### src/cbc_pkg.sv
// ----------------------------------------------------------------------------
// cbc_pkg: shared types and constants for the color blob centroid block
// Field widths of the pixel, result and configuration channels, the frame
// queue depth, and the status bundle that the queue reports to the front and back ends.
// ----------------------------------------------------------------------------
package cbc_pkg;

  // pixel and coordinate widths
  localparam int PIX_W     = 8;
  localparam int COORD_W   = 10;
  localparam int COORD_MAX = 1023;

  // blue ratio register
  localparam int         RATIO_W     = 4;
  localparam logic [3:0] RATIO_RESET = 4'd5;

  // ratio * component product
  localparam int PROD_W = RATIO_W + PIX_W;

  // frame totals queued between front and back
  localparam int QUEUE_DEPTH = 2;

  // queue occupancy as seen by the producer and the consumer
  typedef struct packed {
    logic empty;
    logic full;
    logic one_left;
  } qstat_t;

endpackage

### src/cbc_ifs.sv
// ----------------------------------------------------------------------------
// cbc_ifs: valid/ready channels of the color blob centroid block
// Pixel input channel, centroid result channel and the ratio write channel.
// ----------------------------------------------------------------------------
interface cbc_pix_if;
  logic                        valid;
  logic                        ready;
  logic [cbc_pkg::PIX_W-1:0]   red;
  logic [cbc_pkg::PIX_W-1:0]   green;
  logic [cbc_pkg::PIX_W-1:0]   blue;
  logic [cbc_pkg::COORD_W-1:0] column;
  logic [cbc_pkg::COORD_W-1:0] row;
  logic                        frame_end;

  modport source (output valid, red, green, blue, column, row, frame_end, input ready);
  modport sink   (input valid, red, green, blue, column, row, frame_end, output ready);
endinterface

interface cbc_res_if;
  logic                        valid;
  logic                        ready;
  logic                        found;
  logic [cbc_pkg::COORD_W-1:0] centroid_x;
  logic [cbc_pkg::COORD_W-1:0] centroid_y;

  modport source (output valid, found, centroid_x, centroid_y, input ready);
  modport sink   (input valid, found, centroid_x, centroid_y, output ready);
endinterface

interface cbc_cfg_if;
  logic                        valid;
  logic                        ready;
  logic [cbc_pkg::RATIO_W-1:0] data;

  modport source (output valid, data, input ready);
  modport sink   (input valid, data, output ready);
endinterface

### src/cbc_queue.sv
// ----------------------------------------------------------------------------
// cbc_queue: short FIFO of frame totals
// Holds finished frame sums and counts until the divider takes them, so
// that pixel accumulation and division stall independently.
// ----------------------------------------------------------------------------
module cbc_queue #(
  parameter int WIDTH = 81
) (
  input  logic                  clk,
  input  logic                  rst_n,
  input  logic                  push,
  input  logic [WIDTH-1:0]      push_data,
  input  logic                  pop,
  output logic [WIDTH-1:0]      pop_data,
  output cbc_pkg::qstat_t       qstat
);

  localparam int DEPTH = cbc_pkg::QUEUE_DEPTH;
  localparam int PTR_W = (DEPTH > 1) ? $clog2(DEPTH) : 1;
  localparam int CNT_W = $clog2(DEPTH + 1);

  logic [WIDTH-1:0] mem_r [DEPTH];
  logic [PTR_W-1:0] wr_ptr_r, wr_ptr_nxt;
  logic [PTR_W-1:0] rd_ptr_r, rd_ptr_nxt;
  logic [CNT_W-1:0] cnt_r, cnt_nxt;

  // status
  assign qstat.empty    = (cnt_r == '0);
  assign qstat.full     = (cnt_r == CNT_W'(DEPTH));
  assign qstat.one_left = (cnt_r == CNT_W'(DEPTH - 1));
  assign pop_data       = mem_r[rd_ptr_r];

  // pointer and count update, wrapping at the depth
  always_comb begin
    wr_ptr_nxt = wr_ptr_r;
    rd_ptr_nxt = rd_ptr_r;
    cnt_nxt    = cnt_r;
    if (push) begin
      wr_ptr_nxt = (wr_ptr_r == PTR_W'(DEPTH - 1)) ? '0 : wr_ptr_r + 1'b1;
    end
    if (pop) begin
      rd_ptr_nxt = (rd_ptr_r == PTR_W'(DEPTH - 1)) ? '0 : rd_ptr_r + 1'b1;
    end
    if (push && !pop) begin
      cnt_nxt = cnt_r + 1'b1;
    end else if (pop && !push) begin
      cnt_nxt = cnt_r - 1'b1;
    end
  end

  always_ff @(posedge clk) begin
    if (!rst_n) begin
      wr_ptr_r <= '0;
      rd_ptr_r <= '0;
      cnt_r    <= '0;
    end else begin
      wr_ptr_r <= wr_ptr_nxt;
      rd_ptr_r <= rd_ptr_nxt;
      cnt_r    <= cnt_nxt;
    end
  end

  // storage, no reset
  always_ff @(posedge clk) begin
    if (push) begin
      mem_r[wr_ptr_r] <= push_data;
    end
  end

  // the front end must never overrun, the back end never underrun
  a_no_overrun: assert property (@(posedge clk) disable iff (!rst_n)
    push |-> !qstat.full)
    else $error("frame queue pushed while full");

  a_no_underrun: assert property (@(posedge clk) disable iff (!rst_n)
    pop |-> !qstat.empty)
    else $error("frame queue popped while empty");

endmodule

### src/cbc_front.sv
// ----------------------------------------------------------------------------
// cbc_front: pixel classifier and frame accumulator
// Stage one tests blue against ratio times red and green; stage two adds the
// coordinates of matching pixels and queues the frame totals at frame end.
// ----------------------------------------------------------------------------
module cbc_front #(
  parameter int MAX_WIDTH  = 1024,
  parameter int MAX_HEIGHT = 1024
) (
  input  logic                   clk,
  input  logic                   rst_n,
  cbc_pix_if.sink                pix,
  cbc_cfg_if.sink                cfg,
  input  cbc_pkg::qstat_t        qstat,
  output logic                   push,
  output logic [$clog2(longint'(MAX_WIDTH) * longint'(MAX_HEIGHT) + 1) * 3
                + 2 * cbc_pkg::COORD_W - 1 - 2 * $clog2(longint'(MAX_WIDTH)
                * longint'(MAX_HEIGHT) + 1) + 2 * $clog2(longint'(MAX_WIDTH)
                * longint'(MAX_HEIGHT) * cbc_pkg::COORD_MAX + 1)
                - 2 * cbc_pkg::COORD_W:0] push_data
);

  localparam longint CAP   = longint'(MAX_WIDTH) * longint'(MAX_HEIGHT);
  localparam int     CNT_W = $clog2(CAP + 1);
  localparam int     SUM_W = $clog2(CAP * cbc_pkg::COORD_MAX + 1);
  localparam int     CW    = cbc_pkg::COORD_W;

  logic [cbc_pkg::RATIO_W-1:0] ratio_r;
  logic [cbc_pkg::PROD_W-1:0]  prod_red, prod_green;
  logic                        match;
  logic                        accept;

  logic          s1_valid_r;
  logic          s1_match_r;
  logic          s1_last_r;
  logic [CW-1:0] s1_col_r;
  logic [CW-1:0] s1_row_r;

  logic [SUM_W-1:0] col_sum_r, col_sum_nxt, col_sum_add;
  logic [SUM_W-1:0] row_sum_r, row_sum_nxt, row_sum_add;
  logic [CNT_W-1:0] cnt_r, cnt_nxt, cnt_add;
  logic             take;

  // ratio register, writes accepted at any time
  assign cfg.ready = 1'b1;

  always_ff @(posedge clk) begin
    if (!rst_n) begin
      ratio_r <= cbc_pkg::RATIO_RESET;
    end else if (cfg.valid) begin
      ratio_r <= cfg.data;
    end
  end

  // hold off input when a pending frame end could not find room in the queue
  assign pix.ready = !qstat.full && !(qstat.one_left && s1_valid_r && s1_last_r);
  assign accept    = pix.valid && pix.ready;

  // classify
  assign prod_red   = cbc_pkg::PROD_W'(ratio_r) * cbc_pkg::PROD_W'(pix.red);
  assign prod_green = cbc_pkg::PROD_W'(ratio_r) * cbc_pkg::PROD_W'(pix.green);
  assign match      = (cbc_pkg::PROD_W'(pix.blue) > prod_red) &&
                      (cbc_pkg::PROD_W'(pix.blue) > prod_green);

  always_ff @(posedge clk) begin
    if (!rst_n) begin
      s1_valid_r <= 1'b0;
    end else begin
      s1_valid_r <= accept;
    end
  end

  always_ff @(posedge clk) begin
    if (accept) begin
      s1_match_r <= match;
      s1_last_r  <= pix.frame_end;
      s1_col_r   <= pix.column;
      s1_row_r   <= pix.row;
    end
  end

  // accumulate; matches past the cap are dropped until frame end
  assign take        = s1_valid_r && s1_match_r && (cnt_r < CNT_W'(CAP));
  assign col_sum_add = take ? col_sum_r + SUM_W'(s1_col_r) : col_sum_r;
  assign row_sum_add = take ? row_sum_r + SUM_W'(s1_row_r) : row_sum_r;
  assign cnt_add     = take ? cnt_r + 1'b1 : cnt_r;

  assign push      = s1_valid_r && s1_last_r;
  assign push_data = {cnt_add, row_sum_add, col_sum_add};

  always_comb begin
    col_sum_nxt = col_sum_add;
    row_sum_nxt = row_sum_add;
    cnt_nxt     = cnt_add;
    if (push) begin
      col_sum_nxt = '0;
      row_sum_nxt = '0;
      cnt_nxt     = '0;
    end
  end

  always_ff @(posedge clk) begin
    if (!rst_n) begin
      col_sum_r <= '0;
      row_sum_r <= '0;
      cnt_r     <= '0;
    end else begin
      col_sum_r <= col_sum_nxt;
      row_sum_r <= row_sum_nxt;
      cnt_r     <= cnt_nxt;
    end
  end

  // count never passes the cap, sums stay zero while nothing matched
  a_cap: assert property (@(posedge clk) disable iff (!rst_n)
    cnt_r <= CNT_W'(CAP))
    else $error("match count above cap");

  a_empty_sums: assert property (@(posedge clk) disable iff (!rst_n)
    cnt_r == '0 |-> col_sum_r == '0 && row_sum_r == '0)
    else $error("sums nonzero with no matches");

endmodule

### src/cbc_back.sv
// ----------------------------------------------------------------------------
// cbc_back: centroid divider and result register
// Takes one frame's totals from the queue, divides both sums by the count
// with a shared restoring divider, one quotient bit per cycle, and holds the
// result in an output register until the receiver takes it.
// ----------------------------------------------------------------------------
module cbc_back #(
  parameter int MAX_WIDTH  = 1024,
  parameter int MAX_HEIGHT = 1024
) (
  input  logic                   clk,
  input  logic                   rst_n,
  input  cbc_pkg::qstat_t        qstat,
  input  logic [$clog2(longint'(MAX_WIDTH) * longint'(MAX_HEIGHT) + 1)
                + 2 * $clog2(longint'(MAX_WIDTH) * longint'(MAX_HEIGHT)
                * cbc_pkg::COORD_MAX + 1) - 1:0] pop_data,
  output logic                   pop,
  cbc_res_if.source              res
);

  localparam longint CAP    = longint'(MAX_WIDTH) * longint'(MAX_HEIGHT);
  localparam int     CNT_W  = $clog2(CAP + 1);
  localparam int     SUM_W  = $clog2(CAP * cbc_pkg::COORD_MAX + 1);
  localparam int     CW     = cbc_pkg::COORD_W;
  localparam int     DIV_W  = CNT_W + CW;
  localparam int     STEP_W = $clog2(CW);

  typedef enum logic [2:0] {
    ST_IDLE = 3'b001,
    ST_DIV  = 3'b010,
    ST_DONE = 3'b100
  } state_t;

  state_t state_r, state_nxt;

  logic [SUM_W-1:0]  q_col_sum, q_row_sum;
  logic [CNT_W-1:0]  q_cnt;

  logic [DIV_W-1:0]  rem_x_r, rem_x_nxt;
  logic [DIV_W-1:0]  rem_y_r, rem_y_nxt;
  logic [DIV_W-1:0]  div_r, div_nxt;
  logic [CW-1:0]     quo_x_r, quo_x_nxt;
  logic [CW-1:0]     quo_y_r, quo_y_nxt;
  logic [STEP_W-1:0] step_r, step_nxt;
  logic              hit_r, hit_nxt;
  logic              ge_x, ge_y;

  logic              out_valid_r, out_valid_nxt;
  logic              found_r, found_nxt;
  logic [CW-1:0]     cx_r, cx_nxt;
  logic [CW-1:0]     cy_r, cy_nxt;

  assign {q_cnt, q_row_sum, q_col_sum} = pop_data;

  assign ge_x = (rem_x_r >= div_r);
  assign ge_y = (rem_y_r >= div_r);

  // sequencer: load, ten divide steps, hand off to the output register
  always_comb begin
    state_nxt     = state_r;
    rem_x_nxt     = rem_x_r;
    rem_y_nxt     = rem_y_r;
    div_nxt       = div_r;
    quo_x_nxt     = quo_x_r;
    quo_y_nxt     = quo_y_r;
    step_nxt      = step_r;
    hit_nxt       = hit_r;
    out_valid_nxt = out_valid_r;
    found_nxt     = found_r;
    cx_nxt        = cx_r;
    cy_nxt        = cy_r;
    pop           = 1'b0;

    if (out_valid_r && res.ready) begin
      out_valid_nxt = 1'b0;
    end

    case (state_r)
      ST_IDLE: begin
        if (!qstat.empty) begin
          pop       = 1'b1;
          rem_x_nxt = DIV_W'(q_col_sum);
          rem_y_nxt = DIV_W'(q_row_sum);
          div_nxt   = {q_cnt, {(CW - 1){1'b0}}, 1'b0} >> 1;
          hit_nxt   = (q_cnt != '0);
          step_nxt  = STEP_W'(CW - 1);
          state_nxt = ST_DIV;
        end
      end
      ST_DIV: begin
        rem_x_nxt = ge_x ? rem_x_r - div_r : rem_x_r;
        rem_y_nxt = ge_y ? rem_y_r - div_r : rem_y_r;
        quo_x_nxt = {quo_x_r[CW-2:0], ge_x};
        quo_y_nxt = {quo_y_r[CW-2:0], ge_y};
        div_nxt   = div_r >> 1;
        if (step_r == '0) begin
          state_nxt = ST_DONE;
        end else begin
          step_nxt = step_r - 1'b1;
        end
      end
      ST_DONE: begin
        if (!out_valid_r || res.ready) begin
          out_valid_nxt = 1'b1;
          found_nxt     = hit_r;
          cx_nxt        = hit_r ? quo_x_r : '0;
          cy_nxt        = hit_r ? quo_y_r : '0;
          state_nxt     = ST_IDLE;
        end
      end
      default: begin
        state_nxt = ST_IDLE;
      end
    endcase
  end

  always_ff @(posedge clk) begin
    if (!rst_n) begin
      state_r     <= ST_IDLE;
      out_valid_r <= 1'b0;
    end else begin
      state_r     <= state_nxt;
      out_valid_r <= out_valid_nxt;
    end
  end

  // datapath and result payload, no reset
  always_ff @(posedge clk) begin
    rem_x_r <= rem_x_nxt;
    rem_y_r <= rem_y_nxt;
    div_r   <= div_nxt;
    quo_x_r <= quo_x_nxt;
    quo_y_r <= quo_y_nxt;
    step_r  <= step_nxt;
    hit_r   <= hit_nxt;
    found_r <= found_nxt;
    cx_r    <= cx_nxt;
    cy_r    <= cy_nxt;
  end

  assign res.valid      = out_valid_r;
  assign res.found      = found_r;
  assign res.centroid_x = cx_r;
  assign res.centroid_y = cy_r;

  // an empty frame reports the origin
  a_empty_frame: assert property (@(posedge clk) disable iff (!rst_n)
    res.valid && !res.found |-> res.centroid_x == '0 && res.centroid_y == '0)
    else $error("no-match result carries nonzero centroid");

endmodule

### src/color_blob_centroid_top.sv
// ----------------------------------------------------------------------------
// color_blob_centroid_top: color threshold blob centroid
// Finds the mean column and row of the pixels in a frame whose blue exceeds
// a programmable multiple of both red and green.
//
// Usage:
//   in_pix  - one pixel item per accepted cycle (valid/ready): RGB, column,
//             row and frame_end on the last pixel of the frame. Pixels stream
//             at one per cycle unless the queue is full, or has one free entry
//             while a finished frame is still on its way into it.
//   out_res - one result item per frame: found, centroid_x, centroid_y.
//   cfg_wr  - blue_ratio write, always ready; write only while idle.
//   Path: the frame_end pixel passes two front stages and the queue pop, then
//   the divider produces one quotient bit of both coordinates per cycle and
//   hands the result to the output register. The divider takes a new frame
//   only after handing the previous result to the output register.
//   Reset: sums and counts clear, blue_ratio returns to 5, queue empties.
//   Receiver stall: the result stays in the output register; the divider and
//   queue hold further frames, and the pixel input keeps running until the
//   queue has no room for another frame.
// ----------------------------------------------------------------------------
module color_blob_centroid_top #(
  parameter int MAX_WIDTH  = 1024,
  parameter int MAX_HEIGHT = 1024
) (
  input  logic      clk,
  input  logic      rst_n,
  cbc_pix_if.sink   in_pix,
  cbc_res_if.source out_res,
  cbc_cfg_if.sink   cfg_wr
);

  localparam longint CAP   = longint'(MAX_WIDTH) * longint'(MAX_HEIGHT);
  localparam int     CNT_W = $clog2(CAP + 1);
  localparam int     SUM_W = $clog2(CAP * cbc_pkg::COORD_MAX + 1);
  localparam int     ENT_W = CNT_W + 2 * SUM_W;

  cbc_pkg::qstat_t  qstat;
  logic             push, pop;
  logic [ENT_W-1:0] push_data, pop_data;

  // pixel classification and accumulation
  cbc_front #(
    .MAX_WIDTH  (MAX_WIDTH),
    .MAX_HEIGHT (MAX_HEIGHT)
  ) u_front (
    .clk       (clk),
    .rst_n     (rst_n),
    .pix       (in_pix),
    .cfg       (cfg_wr),
    .qstat     (qstat),
    .push      (push),
    .push_data (push_data)
  );

  // frame totals queue
  cbc_queue #(
    .WIDTH (ENT_W)
  ) u_queue (
    .clk       (clk),
    .rst_n     (rst_n),
    .push      (push),
    .push_data (push_data),
    .pop       (pop),
    .pop_data  (pop_data),
    .qstat     (qstat)
  );

  // divider and result register
  cbc_back #(
    .MAX_WIDTH  (MAX_WIDTH),
    .MAX_HEIGHT (MAX_HEIGHT)
  ) u_back (
    .clk      (clk),
    .rst_n    (rst_n),
    .qstat    (qstat),
    .pop_data (pop_data),
    .pop      (pop),
    .res      (out_res)
  );

endmodule
### src/flat_wrapper.sv
// flat-port wrapper written by rule: the top's interface ports become plain ports
module color_blob_centroid_top_flat 
#(
  parameter int MAX_WIDTH  = 1024,
  parameter int MAX_HEIGHT = 1024
)
  (clk, rst_n, in_pix_valid, in_pix_red, in_pix_green, in_pix_blue, in_pix_column, in_pix_row, in_pix_frame_end, in_pix_ready, out_res_valid, out_res_found, out_res_centroid_x, out_res_centroid_y, out_res_ready, cfg_wr_valid, cfg_wr_data, cfg_wr_ready);
  cbc_pix_if in_pix_i ();
  cbc_res_if out_res_i ();
  cbc_cfg_if cfg_wr_i ();
  input  logic clk;
  input  logic rst_n;
  input wire logic [$bits(in_pix_i.valid)-1:0] in_pix_valid;
  input wire logic [$bits(in_pix_i.red)-1:0] in_pix_red;
  input wire logic [$bits(in_pix_i.green)-1:0] in_pix_green;
  input wire logic [$bits(in_pix_i.blue)-1:0] in_pix_blue;
  input wire logic [$bits(in_pix_i.column)-1:0] in_pix_column;
  input wire logic [$bits(in_pix_i.row)-1:0] in_pix_row;
  input wire logic [$bits(in_pix_i.frame_end)-1:0] in_pix_frame_end;
  output wire logic [$bits(in_pix_i.ready)-1:0] in_pix_ready;
  output wire logic [$bits(out_res_i.valid)-1:0] out_res_valid;
  output wire logic [$bits(out_res_i.found)-1:0] out_res_found;
  output wire logic [$bits(out_res_i.centroid_x)-1:0] out_res_centroid_x;
  output wire logic [$bits(out_res_i.centroid_y)-1:0] out_res_centroid_y;
  input wire logic [$bits(out_res_i.ready)-1:0] out_res_ready;
  input wire logic [$bits(cfg_wr_i.valid)-1:0] cfg_wr_valid;
  input wire logic [$bits(cfg_wr_i.data)-1:0] cfg_wr_data;
  output wire logic [$bits(cfg_wr_i.ready)-1:0] cfg_wr_ready;
  assign in_pix_i.valid = in_pix_valid;
  assign in_pix_i.red = in_pix_red;
  assign in_pix_i.green = in_pix_green;
  assign in_pix_i.blue = in_pix_blue;
  assign in_pix_i.column = in_pix_column;
  assign in_pix_i.row = in_pix_row;
  assign in_pix_i.frame_end = in_pix_frame_end;
  assign in_pix_ready = in_pix_i.ready;
  assign out_res_valid = out_res_i.valid;
  assign out_res_found = out_res_i.found;
  assign out_res_centroid_x = out_res_i.centroid_x;
  assign out_res_centroid_y = out_res_i.centroid_y;
  assign out_res_i.ready = out_res_ready;
  assign cfg_wr_i.valid = cfg_wr_valid;
  assign cfg_wr_i.data = cfg_wr_data;
  assign cfg_wr_ready = cfg_wr_i.ready;
  color_blob_centroid_top #(.MAX_WIDTH(MAX_WIDTH), .MAX_HEIGHT(MAX_HEIGHT)) u_core (.clk(clk), .rst_n(rst_n), .in_pix(in_pix_i), .out_res(out_res_i), .cfg_wr(cfg_wr_i));
endmodule
### config.mk
export PLATFORM = sky130hd
export DESIGN_NAME = color_blob_centroid_top_flat
export DESIGN_NICKNAME = d
export VERILOG_FILES = /design/src/cbc_pkg.sv /design/src/cbc_ifs.sv /design/src/cbc_queue.sv /design/src/cbc_front.sv /design/src/cbc_back.sv /design/src/color_blob_centroid_top.sv /design/src/flat_wrapper.sv
export SDC_FILE = /design/constraint.sdc
export NUM_CORES = 1
export LEC_CHECK = 0
export BUFFER_PORTS_ARGS = -buffer_cell sky130_fd_sc_hd__buf_2
export CELL_PAD_IN_SITES_DETAIL_PLACEMENT = 2
export CELL_PAD_IN_SITES_GLOBAL_PLACEMENT = 2
export CORE_ASPECT_RATIO = 1.5
export CORE_UTILIZATION = 46
export CTS_BUF_LIST = sky130_fd_sc_hd__clkbuf_4 sky130_fd_sc_hd__clkbuf_8 sky130_fd_sc_hd__clkbuf_16
export CTS_CLUSTER_SIZE = 28
export DETAILED_ROUTE_END_ITERATION = 7
export PLACE_DENSITY_LB_ADDON = 0.15
export SLEW_MARGIN = 20
export SYNTH_ARGS = -nofsm -noshare
export SYNTH_HDL_FRONTEND = slang
export SYNTH_SLANG_ARGS = --single-unit
### constraint.sdc
create_clock -name clk -period 7.5 [get_ports clk]
set_clock_uncertainty 0.05 [all_clocks]
set_input_delay 0.75 -clock clk [delete_from_list [all_inputs] [get_ports clk]]
set_output_delay 0.75 -clock clk [all_outputs]
set_load 0.01 [all_outputs]
==> summary by stage <==
Outcome
The flow ran to the end, and the final reports show no timing, DRC or antenna violations.

Final layout
The share of final-layout standard cells stronger than drive strength 1 is 0.103. From synthesis to final layout, the design area changed by 10.8%. For this run, the post-layout net count is 2,285. The final non-filler cell area is 0.0247 mm².

Worst hold path
The path class of the lowest-slack min-delay path is in -> reg. The number of instances on the worst hold path is 1.

Floorplan
The die is 182 µm wide. For this configuration, the core starts out at a cell density of 0.467. The placeable core region is 0.0478 mm².

The die area is 0.0494 mm². The die boundary height is 272 µm. After floorplanning, the core was divided into 98 placement rows. The top-level port count is 78.

Yosys
The number of library cell types mapped by synthesis is 87. The net count after synthesis is 2,220. Dividing the synthesized area by the synthesized cell count gives 11.1 µm². The number of enable-type register cells in the synthesized netlist is 322. Synthesis handed over a netlist of 2,004 instances. The most numerous cell in the Yosys netlist is edfxtp_1. Yosys attributes the largest share of cell area to edfxtp_1 43%, dfxtp_1 8.5%, ha_1 7.5%. The count of synthesis-stage warnings from yosys is 0. Of the synthesized area, sequential elements account for 0.518. The cell taking the most area after synthesis is edfxtp_1. The cell area after synthesis is 0.0223 mm². The count of state elements after synthesis is 417. In the synthesized netlist the dominant register cell turns out to be edfxtp_1. In the synthesized netlist the async set-or-reset flop fraction comes to 0. The commonest cells after synthesis are 322 x edfxtp_1, 182 x nand2_1, 134 x ha_1. The share of synthesized area in the top cell type comes to 0.433.

Drt
After detailed routing, the number of remaining DRC violations is 0. The via density per instance is 5.71. For this block, the initial DRC count from the detailed router was 546. The detail route stage leaves a number of antenna-violating nets equal to 0. The average wire per standard cell is 23.0 µm.

The final route contains 15,400 vias. The routed wire length is 62,300 µm. The number of search-and-repair iterations in the first detailed-routing pass is 4.

Clocking
The cell sitting at the root of the clock tree is a clkbuf_16. TritonCTS built the clock tree. The number of sinks on the clock net is 417.

The number of hold buffers added after CTS is 0. The number of resized instances in the post-cts repair step is 0. The maximum root-to-sink buffer count is 3. The setup fix buffers added after clock tree synthesis is 0. The clock input transition at the sequential cells of the worst setup and hold paths is 60 ps. CTS built an H-tree with a depth of 2. TritonCTS created 43 clock buffers. At the later pin of the worst-skew pair, clock insertion delay measures 570 ps.

Global route
The largest net degree at the start of global routing is 103. The global-route total usage across every layer is 0.259. The via count of the first global-routing pass came to 18,100.

The number of antenna violations at the first check in global routing was 2. The overall overflow remaining after global route is 0. The first global-routing pass estimated 99,300 µm of wire.

Setup path
The element type at the critical path end is a register. The critical path data arrival time is 5260 ps. The path type of the worst setup path is reg -> reg.

The count of cells along the worst register-to-register path is 18. For the worst setup path, the data required time is 7820 ps. On the worst path, the slowest cell contributes a delay of 750 ps. STA classifies the critical path startpoint as a register. For this design, the slowest cell found on the critical path is dfxtp_1. In this run the worst path has a maximum fanout of 17. Walking the worst path, the cells encountered are nand2_1 -> fa_1 -> inv_1 -> fa_1 -> ha_1 -> a21o_1 -> a21oi_1 -> o21bai_1 -> a21oi_1 -> xnor2_1 -> ha_1 -> nand4_1 -> o32ai_1 -> nor4_1 -> nand3_1 -> nor3_1 -> o2111ai_1 -> nor4_1.

Power
Of the total power, the share spent switching nets is 0.377. For this design the static power due to leakage is 0.00975 µW. Of the total power, registers draw 0.349. The clock power share is 0.255. The internal power component is 5590 µW. The total power per unit cell area is 363 mW/mm². The worst-case IR drop observed on VDD is 0.000220 V.

The combinational share of power is 0.396. Summing internal, switching and leakage power gives 8980 µW. The net switching power is 3390 µW.

Timing
In this run the tightest slew margin relative to its limit is 0.294. Setup violations remaining at the end of the flow were counted as 0. The transition at the pin with the smallest max-transition slack is 1060 ps. Setup repair after global routing left no endpoint under its margin.

The number of pins with negative max-slew slack in the final report is 0. In the finished design, the share of the clock period the worst path needs comes to 0.660. Subtracting the final worst setup slack from the clock period gives 4950 ps. Adding up every negative setup slack in the final design gives 0 ps. For this run, the top clock speed supported by timing is 202 MHz. The final count of hold timing violations is 0.

Place
The final weighted congestion in routability-driven placement is 0.816. The count of input and output buffers is 76. Detailed placement finished with a half-perimeter wire length of 43,900 µm. The post-placement cell area is 0.0232 mm².

Run
Across the run, the number of max-cap violations was 0.
cell type report:
class                   instances  area [µm²]
clock inverters                19         256
fillers                      4816       23100
diodes                          2        5.00
clock buffers                  61        1230
multi-input cells            1395        9980
repair buffers                 86         455
inverters                     126         487
flip-flops and latches        417       11600
well taps                     600         751
layout by cell type (no fill, tap or decap), drive strengths merged, types with 7 or more instances in the layout:
cell / instances
or2: 8
nand3: 40
nand4: 17
ha: 134
dfxtp: 95
o21ai: 126
a31oi: 12
nor3: 33
mux2: 9
nor2: 84
or3: 10
o21bai: 15
nand2b: 17
and2: 82
a211oi: 22
buf: 86
fa: 28
clkinv: 11
a21boi: 13
clkbuf: 61
a21o: 38
mux2i: 73
and3: 21
nor4: 15
xnor2: 67
o21a: 13
inv: 126
edfxtp: 322
o211ai: 7
nand2: 182
o31ai: 10
a21oi: 106
nor2b: 95
xor2: 67
cells by family (layout without fill, tap and decap cells):
family / after synthesis / count (layout) / share of synthesized area
AO/OA/AOI/OAI: 390 / 390 / 0.112
XOR/XNOR: 134 / 134 / 0.0526
adder cells (fa/ha/maj): 162 / 162 / 0.100
buffers and inverters: 192 / 292 / 0.0354
flip-flops: 417 / 417 / 0.518
multiplexers: 82 / 82 / 0.0373
other: 1 / 3 / 0.000168
AND/OR/NAND/NOR: 626 / 626 / 0.144
per-stage QoR:
| step | worst slack [ps] | utilization | std cells | hold slack (ps) |
|---|---|---|---|---|
| floorplan | 3050 | - | 2004 | 367 |
| global placement | 2700 | 0.486 | 2624 | 372 |
| detailed placement | 2520 | 0.486 | 2624 | 380 |
| CTS | 2500 | 0.517 | 2704 | 278 |
| global route | 2220 | 0.517 | 2704 | 290 |
| finish | 2550 | 0.517 | 2706 | 305 |
state kept, by name (all words and copies together) (netlist names), 2 cells and up, named ones only:
register and count:
u_core.u_back.res.centroid_y 10, u_core.u_front.cnt_r 21, u_core.u_back.rem_y_r 31, u_core.u_front.col_sum_r 30, u_core.u_front.row_sum_r 30, u_core.u_queue.cnt_r 2, u_core.u_front.ratio_r 4, u_core.u_queue.mem_r 162
u_core.u_back.res.centroid_x 10, u_core.u_front.s1_col_r 10, u_core.u_back.quo_y_r 10, u_core.u_back.step_r 4, u_core.u_back.div_r 30, u_core.u_back.state_r 3, u_core.u_front.s1_row_r 10, u_core.u_back.quo_x_r 10
u_core.u_back.rem_x_r 31
path summary, 6_finish.rpt:
check	from	to	slack [ps]
hold / removal	in_pix_row[1]	u_core.u_front.s1_row_r[1]	300
hold reg to reg	u_core.u_back.quo_x_r[8]	u_core.u_back.quo_x_r[9]	390
setup / recovery	u_core.u_front.ratio_r[3]	u_core.u_front.s1_match_r	2550
setup reg to reg	u_core.u_front.ratio_r[3]	u_core.u_front.s1_match_r	2550
worst max-delay path: cells and delay by family (launching register included):
| kind | cells | cell delay, ps |
|---|---|---|
| AOI/OAI and AO/OA | 6 | 940 |
| and+or+nand+nor | 6 | 1140 |
| adders and majority gates | 4 | 1650 |
| buffers and inverters | 1 | 60 |
| DFF | 1 | 750 |
| xor gates and xnor gates | 1 | 150 |
power groups by stage:
stage,Clock [µW],Sequential [µW],Combinational [µW]
after floorplan,0,3070,2610
after global placement,0,3160,3330
after detailed placement,0,3180,3510
after CTS,2340,3140,3590
after global routing,2420,3170,3920
final,2290,3130,3550
layer usage:
| layer | part of all wire | track usage |
|---|---|---|
| met3 | 0.022 | 0.0280 |
| met1 | 0.37 | 0.265 |
| met5 | 0 | 0 |
| met4 | 0.044 | 0.114 |
| met2 | 0.56 | 0.520 |
Note: power is estimated with default switching activity, not from simulation.
